===== src/rtl/core/wsdm_pkg.sv =====
// ----------------------------------------------------------------------------
// wsdm_pkg
// Shared types and constants of the wildcard star/dot matcher.
// ----------------------------------------------------------------------------
`default_nettype none

package wsdm_pkg;

  localparam int MAX_PATTERN_DEF = 32;
  localparam int SYMBOL_W        = 8;
  localparam int REQ_W           = 2;
  localparam int COUNT_W         = 16;

  localparam logic [SYMBOL_W-1:0] STAR_BYTE = 8'h2A;
  localparam logic [SYMBOL_W-1:0] DOT_BYTE  = 8'h2E;
  localparam logic [COUNT_W-1:0]  COUNT_MAX = 16'hFFFF;

  // request codes carried in req_type
  typedef enum logic [REQ_W-1:0] {
    REQ_CLEAR  = 2'd0,
    REQ_APPEND = 2'd1,
    REQ_START  = 2'd2,
    REQ_BYTE   = 2'd3
  } req_type_e;

  // operation applied to every cell in one cycle
  typedef enum logic [1:0] {
    OP_HOLD    = 2'd0,
    OP_RESTART = 2'd1,
    OP_STEP    = 2'd2,
    OP_CLOSE   = 2'd3
  } cell_op_e;

  typedef struct packed {
    cell_op_e            op;
    logic [SYMBOL_W-1:0] symbol;
    logic                wr_en;
  } cell_ctrl_t;

endpackage

`default_nettype wire


===== src/rtl/core/wsdm_if.sv =====
// ----------------------------------------------------------------------------
// wsdm_if
// Valid/ready channels of the matcher: request words in, result words out.
// ----------------------------------------------------------------------------
`default_nettype none

interface wsdm_in_if;
  logic       valid;
  logic       ready;
  logic [1:0] req_type;
  logic [7:0] symbol;

  modport source (output valid, req_type, symbol, input ready);
  modport sink   (input valid, req_type, symbol, output ready);
endinterface

interface wsdm_out_if;
  logic        valid;
  logic        ready;
  logic        matched;
  logic [15:0] subject_length;
  logic        status;

  modport source (output valid, matched, subject_length, status, input ready);
  modport sink   (input valid, matched, subject_length, status, output ready);
endinterface

`default_nettype wire


===== src/rtl/core/wsdm_cell.sv =====
// ----------------------------------------------------------------------------
// wsdm_cell
// One pattern position: holds its pattern byte and its match bit.
// ----------------------------------------------------------------------------
`default_nettype none

module wsdm_cell
  import wsdm_pkg::*;
#(
  parameter int MAX_PATTERN = MAX_PATTERN_DEF,
  parameter int INDEX       = 1,
  localparam int LW         = $clog2(MAX_PATTERN + 1)
) (
  input  wire logic                clk,
  input  wire logic                rst,
  input  wire cell_ctrl_t          ctrl,
  input  wire logic [LW-1:0]       length,
  input  wire logic [SYMBOL_W-1:0] prev_byte,   // pattern byte of left neighbor
  input  wire logic                prev_bit,    // match bit one position left
  input  wire logic                skip_bit,    // match bit two positions left
  output logic [SYMBOL_W-1:0]      pat_byte,
  output logic                     match_bit,
  output logic                     grow
);

  localparam bit HAS_PREV = (INDEX >= 2);

  logic active;
  logic is_star;
  logic lit_hit;
  logic prev_hit;
  logic step_bit;
  logic close_hit;

  assign active    = (LW'(INDEX) <= length);
  assign is_star   = (pat_byte == STAR_BYTE);
  assign lit_hit   = (pat_byte == DOT_BYTE) || (pat_byte == ctrl.symbol);
  assign prev_hit  = (prev_byte == DOT_BYTE) || (prev_byte == ctrl.symbol);
  // leading star never matches; star repeats the element to its left
  assign step_bit  = active && (is_star ? (HAS_PREV && prev_hit && match_bit)
                                        : (lit_hit && prev_bit));
  // zero repetitions: star position inherits the bit two places left
  assign close_hit = active && is_star && HAS_PREV && skip_bit;
  assign grow      = (ctrl.op == OP_CLOSE) && close_hit && !match_bit;

  always_ff @(posedge clk) begin
    if (rst) begin
      match_bit <= 1'b0;
    end else begin
      case (ctrl.op)
        OP_RESTART: match_bit <= 1'b0;
        OP_STEP:    match_bit <= step_bit;
        OP_CLOSE:   match_bit <= match_bit | close_hit;
        default:    match_bit <= match_bit;
      endcase
    end
  end

  always_ff @(posedge clk) begin
    if (ctrl.wr_en && (length == LW'(INDEX - 1))) begin
      pat_byte <= ctrl.symbol;
    end
  end

endmodule

`default_nettype wire


===== src/rtl/core/wildcard_star_dot_matcher_core.sv =====
// Flow: accept cycle in S_IDLE, then closure passes in S_CLOSE until a pass
//   sets no new bit, then S_DONE loads the result register once the last
//   result is taken. Words are accepted only in S_IDLE, so a new word waits
//   until the last one is through its closure passes. A new word is taken
//   while the last result waits.
// Reset (rst, sync): pattern empty, row holds only the empty-prefix bit, count zero.
// ----------------------------------------------------------------------------
// wildcard_star_dot_matcher_core
// Whole-string matcher for literal, '.' and 'x*' patterns built as a row of
// cells, one per pattern position, each updating its match bit per word.
// ----------------------------------------------------------------------------
`default_nettype none

module wildcard_star_dot_matcher_core
  import wsdm_pkg::*;
#(
  parameter int MAX_PATTERN = MAX_PATTERN_DEF
) (
  input wire logic   clk,
  input wire logic   rst,
  wsdm_in_if.sink    req,
  wsdm_out_if.source rsp
);

  localparam int LW = $clog2(MAX_PATTERN + 1);

  typedef enum logic [1:0] {
    S_IDLE,
    S_CLOSE,
    S_DONE
  } state_t;

  state_t              state;
  logic [LW-1:0]       length;          // pattern bytes stored
  logic                row0;            // empty-pattern-prefix bit
  logic [COUNT_W-1:0]  count;           // subject bytes since start
  logic                status_q;        // dropped append of current word

  logic                rsp_valid;
  logic                rsp_matched;
  logic [COUNT_W-1:0]  rsp_length;
  logic                rsp_status;

  cell_ctrl_t          ctrl;
  logic                accept;
  logic                full;
  logic [MAX_PATTERN:0]   row_bits;
  logic [SYMBOL_W-1:0]    bytes [1:MAX_PATTERN];
  logic [MAX_PATTERN:1]   grow;
  logic                   grow_any;

  assign req.ready = (state == S_IDLE);
  assign accept    = req.valid && req.ready;
  assign full      = (length == LW'(MAX_PATTERN));
  assign grow_any  = |grow;
  assign row_bits[0] = row0;

  // Cell control: one op per cycle, broadcast along the row.
  always_comb begin
    ctrl.op     = OP_HOLD;
    ctrl.symbol = req.symbol;
    ctrl.wr_en  = 1'b0;
    if (accept) begin
      case (req.req_type)
        REQ_CLEAR:  ctrl.op = OP_RESTART;
        REQ_APPEND: begin
          if (!full) begin
            ctrl.wr_en = 1'b1;
            ctrl.op    = OP_RESTART;
          end
        end
        REQ_START:  ctrl.op = OP_RESTART;
        REQ_BYTE:   ctrl.op = OP_STEP;
        default:    ctrl.op = OP_HOLD;
      endcase
    end else if (state == S_CLOSE) begin
      ctrl.op = OP_CLOSE;
    end
  end

  // Row of cells; cell j covers pattern position j (byte j-1).
  for (genvar j = 1; j <= MAX_PATTERN; j++) begin : g_cell
    logic [SYMBOL_W-1:0] prev_byte;
    logic                skip_bit;
    if (j >= 2) begin : g_mid
      assign prev_byte = bytes[j-1];
      assign skip_bit  = row_bits[j-2];
    end else begin : g_first
      assign prev_byte = '0;
      assign skip_bit  = 1'b0;
    end

    wsdm_cell #(
      .MAX_PATTERN (MAX_PATTERN),
      .INDEX       (j)
    ) u_cell (
      .clk       (clk),
      .rst       (rst),
      .ctrl      (ctrl),
      .length    (length),
      .prev_byte (prev_byte),
      .prev_bit  (row_bits[j-1]),
      .skip_bit  (skip_bit),
      .pat_byte  (bytes[j]),
      .match_bit (row_bits[j]),
      .grow      (grow[j])
    );
  end

  // Sequencer plus result register.
  always_ff @(posedge clk) begin
    if (rst) begin
      state      <= S_IDLE;
      length     <= '0;
      row0       <= 1'b1;
      count      <= '0;
      status_q   <= 1'b0;
      rsp_valid  <= 1'b0;
    end else begin
      // S_DONE reloads the result register itself
      if (rsp_valid && rsp.ready && (state != S_DONE)) begin
        rsp_valid <= 1'b0;
      end
      case (state)
        S_IDLE: begin
          if (accept) begin
            status_q <= 1'b0;
            case (req.req_type)
              REQ_CLEAR: begin
                length <= '0;
                row0   <= 1'b1;
                count  <= '0;
              end
              REQ_APPEND: begin
                if (full) begin
                  status_q <= 1'b1;       // byte dropped, state untouched
                end else begin
                  length <= length + LW'(1);
                  row0   <= 1'b1;
                  count  <= '0;
                end
              end
              REQ_START: begin
                row0  <= 1'b1;
                count <= '0;
              end
              REQ_BYTE: begin
                row0 <= 1'b0;             // empty prefix cannot cover a byte
                if (count != COUNT_MAX) begin
                  count <= count + COUNT_W'(1);
                end
              end
              default: begin
              end
            endcase
            state <= S_CLOSE;
          end
        end
        S_CLOSE: begin
          // stop once a pass sets no new bit
          if (!grow_any) begin
            state <= S_DONE;
          end
        end
        S_DONE: begin
          if (!rsp_valid || rsp.ready) begin
            rsp_valid   <= 1'b1;
            rsp_matched <= row_bits[length];
            rsp_length  <= count;
            rsp_status  <= status_q;
            state       <= S_IDLE;
          end
        end
        default: state <= S_IDLE;
      endcase
    end
  end

  assign rsp.valid          = rsp_valid;
  assign rsp.matched        = rsp_matched;
  assign rsp.subject_length = rsp_length;
  assign rsp.status         = rsp_status;

endmodule

`default_nettype wire

===== src/flat_wrapper.sv =====
// flat-port wrapper written by rule: the top's interface ports become plain ports
module wildcard_star_dot_matcher_core_flat import wsdm_pkg::*;
#(
  parameter int MAX_PATTERN = MAX_PATTERN_DEF
)
  (clk, rst, req_valid, req_req_type, req_symbol, req_ready, rsp_valid, rsp_matched, rsp_subject_length, rsp_status, rsp_ready);
  wsdm_in_if req_i ();
  wsdm_out_if rsp_i ();
  input wire logic clk;
  input wire logic rst;
  input wire logic [$bits(req_i.valid)-1:0] req_valid;
  input wire logic [$bits(req_i.req_type)-1:0] req_req_type;
  input wire logic [$bits(req_i.symbol)-1:0] req_symbol;
  output wire logic [$bits(req_i.ready)-1:0] req_ready;
  output wire logic [$bits(rsp_i.valid)-1:0] rsp_valid;
  output wire logic [$bits(rsp_i.matched)-1:0] rsp_matched;
  output wire logic [$bits(rsp_i.subject_length)-1:0] rsp_subject_length;
  output wire logic [$bits(rsp_i.status)-1:0] rsp_status;
  input wire logic [$bits(rsp_i.ready)-1:0] rsp_ready;
  assign req_i.valid = req_valid;
  assign req_i.req_type = req_req_type;
  assign req_i.symbol = req_symbol;
  assign req_ready = req_i.ready;
  assign rsp_valid = rsp_i.valid;
  assign rsp_matched = rsp_i.matched;
  assign rsp_subject_length = rsp_i.subject_length;
  assign rsp_status = rsp_i.status;
  assign rsp_i.ready = rsp_ready;
  wildcard_star_dot_matcher_core #(.MAX_PATTERN(MAX_PATTERN)) u_core (.clk(clk), .rst(rst), .req(req_i), .rsp(rsp_i));
endmodule

===== config.mk =====
export PLATFORM = sky130hd
export DESIGN_NAME = wildcard_star_dot_matcher_core_flat
export DESIGN_NICKNAME = d
export VERILOG_FILES = /design/src/rtl/core/wsdm_pkg.sv /design/src/rtl/core/wsdm_if.sv /design/src/rtl/core/wsdm_cell.sv /design/src/rtl/core/wildcard_star_dot_matcher_core.sv /design/src/flat_wrapper.sv
export SDC_FILE = /design/constraint.sdc
export NUM_CORES = 1
export LEC_CHECK = 0
export BUFFER_PORTS_ARGS = -buffer_cell sky130_fd_sc_hd__buf_4
export CAP_MARGIN = 20
export CORE_ASPECT_RATIO = 0.75
export CORE_UTILIZATION = 30
export DETAILED_ROUTE_END_ITERATION = 8
export GPL_ROUTABILITY_DRIVEN = 1
export PLACE_DENSITY = 0.45
export SKIP_LAST_GASP = 1
export SYNTH_ARGS = -nofsm -noshare
export SYNTH_HDL_FRONTEND = slang
export SYNTH_SLANG_ARGS = --single-unit

===== constraint.sdc =====
create_clock -name clk -period 9.4 [get_ports clk]
set_input_delay 0 -clock clk [delete_from_list [all_inputs] [get_ports clk]]
set_output_delay 0 -clock clk [all_outputs]
set_load 0.02 [all_outputs]

**After elaboration in Yosys (flattened, before gate mapping)**

Cells that the tools add are included.

- Bits in registers: 333
- Bits of input ports: 14

- Add/sub/neg operators: 2
- Magnitude comparators: 33
- Eq/ne operators: 143
- Mux-type cells: 89
- Bitwise operators: 32
- Reductions and logical operators: 333

Operators by type and width:

| kind | number |
|---|---|
| 8-bit by 6-bit == test with 1-bit output, second input constant | 64 |
| 8-bit == test | 32 |
| 1-bit logical AND | 254 |
| 6-bit by 5-bit == test with 1-bit output, second input constant | 16 |
| 5-bit by 6-bit less-or-equal comparator with 1-bit output, first input constant | 16 |
| 1-bit case mux with 3 select lines | 32 |
| 6-bit by 4-bit == test with 1-bit output, second input constant | 8 |
| 4-bit by 6-bit less-or-equal comparator with 1-bit output, first input constant | 8 |
| 16-bit case mux with 3 select lines | 1 |
| 1-bit two-way mux | 43 |
| 1-bit logical OR | 33 |
| 1-bit logical NOT | 32 |
| 16-bit two-way mux | 2 |
| 1-bit OR | 31 |
| 31-bit OR reduction | 1 |
| 6-bit by 3-bit == test with 1-bit output, second input constant | 4 |
| 3-bit by 6-bit less-or-equal comparator with 1-bit output, first input constant | 4 |
| 16-bit by 1-bit adder with 16-bit output, second input constant | 1 |
| 16-bit != test, second input constant | 1 |
| 6-bit by 2-bit == test with 1-bit output, second input constant | 2 |
| 2-bit by 6-bit less-or-equal comparator with 1-bit output, first input constant | 2 |
| 2-bit case mux with 3 select lines | 2 |
| 6-bit case mux with 2 select lines | 1 |
| 2-bit == test, second input constant | 5 |
| other kinds (22) | 37 |

**Logic depth before layout (Yosys ltp)**

- Depth after elaboration: 10
- Mapped depth: 17
- Depth with buffers taken out: 13

**Hierarchy**

A second synthesis with hierarchy kept.

- Cell total of the unflattened synthesis: 1884
- Area, all modules: 21409.3 sq um

Modules (own cells, without submodules):

| module | instances | cells each | area each (sq um) | sequential area each (sq um) |
|---|---|---|---|---|
| wildcard_star_dot_matcher_core | 1 | 213 | 2274.7 | 1081.0 |
| wsdm_cell (u_core.g_cell[15].u_cell ...) | 2 | 55 | 609.3 | 260.2 |
| wsdm_cell (u_core.g_cell[22].u_cell ...) | 2 | 52 | 598.1 | 260.2 |
| wsdm_cell (u_core.g_cell[12].u_cell ...) | 2 | 51 | 596.8 | 260.2 |
| wsdm_cell (u_core.g_cell[23].u_cell ...) | 2 | 52 | 594.3 | 260.2 |
| wsdm_cell (u_core.g_cell[30].u_cell) | 1 | 56 | 648.1 | 260.2 |
| wsdm_cell (u_core.g_cell[18].u_cell) | 1 | 54 | 635.6 | 260.2 |
| wsdm_cell (u_core.g_cell[21].u_cell) | 1 | 54 | 621.8 | 260.2 |
| wsdm_cell (u_core.g_cell[32].u_cell) | 1 | 52 | 618.1 | 260.2 |
| wsdm_cell (u_core.g_cell[10].u_cell) | 1 | 52 | 616.8 | 260.2 |
| wsdm_cell (u_core.g_cell[16].u_cell) | 1 | 54 | 614.3 | 260.2 |
| wsdm_cell (u_core.g_cell[9].u_cell) | 1 | 53 | 613.1 | 260.2 |
| wsdm_cell (u_core.g_cell[28].u_cell) | 1 | 56 | 608.1 | 260.2 |
| wsdm_cell (u_core.g_cell[17].u_cell) | 1 | 52 | 604.3 | 260.2 |
| 15 more rows | - | - | - | - |

**Worst setup path after synthesis**

Ideal clock, no wire load.

- Path type: flip-flop to flip-flop
- From: register u_core.length[0]
- To: register u_core.g_cell[23].u_cell.match_bit
- Setup time: 0.132 ns
- Arrival: 3.169 ns
- Setup slack: 6.099 ns
- Cell stages (with the launch flop): 17
- Cells stage by stage: dfxtp_1 > buf_2 > buf_1 > inv_1 > ha_1 > nand3_1 > inv_1 > o21ai_0 > a21oi_1 > nor2_1 > inv_1 > ha_1 > or2_2 > buf_1 > clkbuf_1 > a32oi_1 > nor3_1

- Longest elaborated chain between the ends: 6

RTL lines:

| what | RTL line | RTL |
|---|---|---|
| from (decl) | wildcard_star_dot_matcher_core.sv:34 | `logic [LW-1:0] length;` |
| from (signal assigned) | wildcard_star_dot_matcher_core.sv:138 | `length <= length + LW'(1);` |
| 6-bit == test | wildcard_star_dot_matcher_core.sv:54 | `assign full = (length == LW'(MAX_PATTERN));` |
| 1-bit two-way mux | wildcard_star_dot_matcher_core.sv:67 | `if (!full) begin` |
| 2-bit case mux with 3 select lines | wildcard_star_dot_matcher_core.sv:64 | `case (req.req_type)` |
| 2-bit two-way mux | wildcard_star_dot_matcher_core.sv:63 | `if (accept) begin` |
| 2-bit == test (tied with other cells) | - |  |
| 1-bit case mux with 3 select lines or 3-bit nonzero test (tied branches) | - |  |
| to (signal assigned) | wsdm_cell.sv:52 | `OP_STEP: match_bit <= step_bit;` |
| to (signal assigned) | wsdm_cell.sv:53 | `OP_CLOSE: match_bit <= match_bit \| close_hit;` |
| to (signal assigned) | wsdm_cell.sv:54 | `default: match_bit <= match_bit;` |
| to (decl) | wsdm_cell.sv:22 | `output logic match_bit,` |

Parallel ways exist; a longest one is shown, timed or not.
A chain may end at the register's enable or synchronous reset.

**Final worst setup path**

- From: register u_core.length[0]
- To: register u_core.g_cell[14].u_cell.pat_byte[1] (enable)

- Longest elaborated chain between the ends: 5

RTL lines:

| what | RTL line | RTL |
|---|---|---|
| 6-bit == test | wildcard_star_dot_matcher_core.sv:54 |  |
| 1-bit two-way mux | wildcard_star_dot_matcher_core.sv:67 |  |
| 1-bit two-way mux | wildcard_star_dot_matcher_core.sv:64 |  |
| 1-bit two-way mux | wildcard_star_dot_matcher_core.sv:63 |  |
| 1-bit logical AND * | wsdm_cell.sv:60 | `if (ctrl.wr_en && (length == LW'(INDEX - 1))) begin` |
| to (signal assigned) | wsdm_cell.sv:61 | `pat_byte <= ctrl.symbol;` |
| to (decl) | wsdm_cell.sv:21 | `output logic [SYMBOL_W-1:0] pat_byte,` |

Mark *: on every way between the ends. The rest lies on a longest branch, timed or not.

==> impl_metrics.json <==
{
  "status": "complete, no violations",
  "reg2reg_depth": 6,
  "gr-total-overflow": 0,
  "layout-drive-gt1-share_pct": 9.72,
  "cts_tree": "built",
  "critPathCaptureType": "register",
  "slew_violations": 0,
  "wl_per_cell_um": 21.0,
  "row_count": 75,
  "worstPathRequired_ns": 9.56,
  "ys_seq_area_share_pct": 55.5,
  "worstPathMaxFanout": 22,
  "max_cap_violations": 0,
  "synth_xor_area_share_pct": 14.2,
  "yosysTopAreaCell": "edfxtp_1",
  "synth_nets": 1449,
  "fin_setup_tns_ns": 0,
  "synth_edf_count": 274,
  "max_freq_mhz": 256,
  "critPathBufInv": 1,
  "post_drt_via_cell_ratio": 5.19,
  "grt_pass1_wl_mm": 72.2,
  "async_flop_share_pct": 0,
  "syn_inst": 1426,
  "fin_crit_sh_pct": 41.5,
  "clk_latency_ns": 0.54,
  "critPathLaunchType": "register",
  "synth_seq_cells": 333,
  "yosysWarnings": 0,
  "areaGrowthSynthToFinish_pct": 13.8,
  "num-nets-final": 1491,
  "worstPathCellList": "inv_1 -> ha_1 -> nand3_1 -> and3_1 -> nand3_1 -> nor2_1",
  "r2r_start": "u_core.length[0]$_SDFFE_PP0P_",
  "p_leak_nw": 6.15,
  "timing.rr.end": "u_core.g_cell[14].u_cell.pat_byte[1]$_DFFE_PP_",
  "dr.first_iter.drc_count": 853,
  "synth_mux_area_share_pct": 1.31,
  "antenna_found_initial": 0,
  "antenna_cells": 0,
  "cts_buffers": 37,
  "core_area_um2": 55900,
  "post-cts-setup-buffers": 0,
  "gr-usage-all-layers_pct": 16.2,
  "grt_max_degree": 44,
  "layoutNonFillerInstCount": 2223,
  "crit_top_cell": "nand3_1",
  "hold_path.startpoint": "req_valid",
  "synth_area_leaders": "edfxtp_1, xor2_1, dfxtp_1, xnor2_1, nor4_1",
  "postCtsHoldBufs": 15,
  "start_util_pct": 30.3,
  "synth_compound_area_share_pct": 7.82,
  "cp_top_family": "simple AND/OR/NAND/NOR gates",
  "final-hold-violation-count": 0,
  "firstDrtPassIters": 5,
  "skew_ns": 0.0183,
  "slowest_delay_ns": 1.01,
  "io_pins": 34,
  "portBuffers": 33,
  "p_per_area_nw_per_um2": 167,
  "cts_resized": 0,
  "setup_viol": 0,
  "cts.sinks": 333,
  "worst_hold_path_type": "input port to register",
  "synth_top_area_share_pct": 48.5,
  "cts.htree.levels": 2,
  "total_power_mw": 3.23,
  "synthFlopType": "edfxtp_1",
  "synthSimpleGateAreaFrac_pct": 18.0,
  "tightest_slew_ns": 1.04,
  "dp_hpwl_mm": 31.1,
  "synthAdderAreaFrac_pct": 0.664,
  "rrSetupSlack_ns": 5.50,
  "wirelength_mm": 46.8,
  "place_congestion": 0.850,
  "clk_path_buf_depth": 3,
  "timing.critical_path.slowest_stage_cell": "dfxtp_1",
  "synth_cell_type_count": 85,
  "whs_ns": 0.336,
  "crit_type": "register to register",
  "antenna_left": 0,
  "fin_crit_ns": 3.90,
  "dp.cells": 2144,
  "syn_area_um2": 17000,
  "grt_pass1_vias": 11500,
  "clkTransAtPathRegs_ns": 0.07,
  "hold_depth": 3,
  "die_area_um2": 57500,
  "synth_top_family_by_area": "simple AND/OR/NAND/NOR gates",
  "rsz0062_at_grt": "false",
  "root_buffer": "clkbuf_16",
  "synth.avg_cell_area_um2": 11.9,
  "num_vias": 11500,
  "min_to": "u_core.state[0]$_SDFFE_PP0P_",
  "die_h_um": 208,
  "slew_headroom_pct": 30.6,
  "ir_drop_v": 0.0000987,
  "crit_arrival_ns": 4.07,
  "fp.dieW_um": 277,
  "drc": 0
}
per-stage QoR:
step	utilization, %	worst slack [ns]	cell area (um^2)
global route	34.5	5.25	19300
global placement	32.1	5.61	18000
finish	34.5	5.50	19300
CTS	34.5	5.55	19300
detailed placement	32.1	5.59	18000
floorplan	-	6.10	17000
worst register-to-register path: cells and delay by family (launching register included):
family	cells	cell delay [ns]
simple gates	4	1.95
fa+ha+maj	1	0.34
buf+inv	1	0.23
flops	1	1.01
placed cells by master, fill, tap and decap left out, types with 7 or more instances in the layout:
master         instances
nand4bb_1              9
and4b_1                7
nor2b_1               28
nand4_1               36
a21oi_1               26
a31o_2                 7
a31oi_1               11
nor4b_1               20
nand4b_1              18
o21ai_0               35
inv_1                 30
nand2_1               69
a32oi_1               16
mux4_2                 9
buf_4                 53
a22o_1                11
xor2_1               181
nand3_1               40
a211oi_1               8
edfxtp_1             274
o22ai_1                7
nand2b_1              21
nor3_1                37
xnor2_1               94
clkinv_1               7
dfxtp_1               59
nor4_1                63
ha_1                   9
and3_1                15
clkinv_2               7
dlygate4sd3_1         15
clkbuf_16             39
nor4bb_1              11
nor2_1                96
logic make-up (layout without fill, tap and decap cells):
logic type / count (synthesis) / in the layout
mux: 11 / 11
buf+inv: 96 / 162
compound gates: 184 / 184
xor+xnor: 275 / 275
simple gates: 518 / 518
flops: 333 / 333
fa+ha+maj: 9 / 9
layout make-up:
| class | count | area [um^2] |
|---|---|---|
| fillers | 5467 | 36600 |
| flip-flops and latches | 333 | 9410 |
| multi-input cells | 997 | 7130 |
| clock buffers | 45 | 1040 |
| well taps | 731 | 915 |
| repair buffers | 69 | 553 |
| clock inverters | 18 | 138 |
| inverters | 30 | 113 |
cell usage after synthesis, types with 27 or more instances:
cell type	count
xnor2_1	94
o21ai_0	35
nor4_1	63
nand4_1	36
nand2_1	69
nor2_1	96
inv_1	30
dfxtp_1	59
nand3_1	40
nor2b_1	28
edfxtp_1	274
nor3_1	37
xor2_1	181
clkbuf_1	27
registers in the layout (all words and copies together) (netlist names):
| name | flops |
|---|---|
| u_core.g_cell.u_cell.match_bit | 32 |
| u_core.count | 16 |
| u_core.rsp.subject_length | 16 |
| u_core.g_cell.skip_bit | 1 |
| u_core.rsp.valid | 1 |
| u_core.rsp.status | 1 |
| u_core.status_q | 1 |
| u_core.state | 2 |
| u_core.length | 6 |
| u_core.g_cell.u_cell.pat_byte | 256 |
| u_core.rsp.matched | 1 |
where the power goes:
group / internal (mW) / leakage (nW) / switching [mW] / total, mW
combinational: 0.0661 / 2.63 / 0.134 / 0.200
clock: 0.836 / 0.583 / 0.585 / 1.42
sequential: 1.60 / 2.94 / 0.00679 / 1.61
how the worst max path moves through the flow:
stage | start | cells after the start | to
6_report | u_core.length[0]$_SDFFE_PP0P_ | 6 | u_core.g_cell[14].u_cell.pat_byte[1]$_DFFE_PP_
5_1_grt | u_core.length[0]$_SDFFE_PP0P_ | 13 | u_core.g_cell[10].u_cell.match_bit$_SDFFE_PP0P_
4_1_cts | u_core.length[0]$_SDFFE_PP0P_ | 13 | u_core.g_cell[23].u_cell.match_bit$_SDFFE_PP0P_
3_5_place_dp | u_core.length[0]$_SDFFE_PP0P_ | 6 | u_core.g_cell[14].u_cell.pat_byte[1]$_DFFE_PP_
3_3_place_gp | u_core.length[0]$_SDFFE_PP0P_ | 6 | u_core.g_cell[6].u_cell.pat_byte[5]$_DFFE_PP_
2_1_floorplan | u_core.length[0]$_SDFFE_PP0P_ | 16 | u_core.g_cell[23].u_cell.match_bit$_SDFFE_PP0P_
layer usage:
| metal | global-route usage (%) | vias up | wire length (um) |
|---|---|---|---|
| met3 | 2.50 | 56 | 2280 |
| met2 | 23.5 | 289 | 19500 |
| met1 | 25.2 | 5744 | 24200 |
| met5 | 0 | - | 0 |
| li1 | - | 5441 | - |
| met4 | 3.39 | 0 | 788 |
Note: power is estimated with default switching activity, not from simulation.
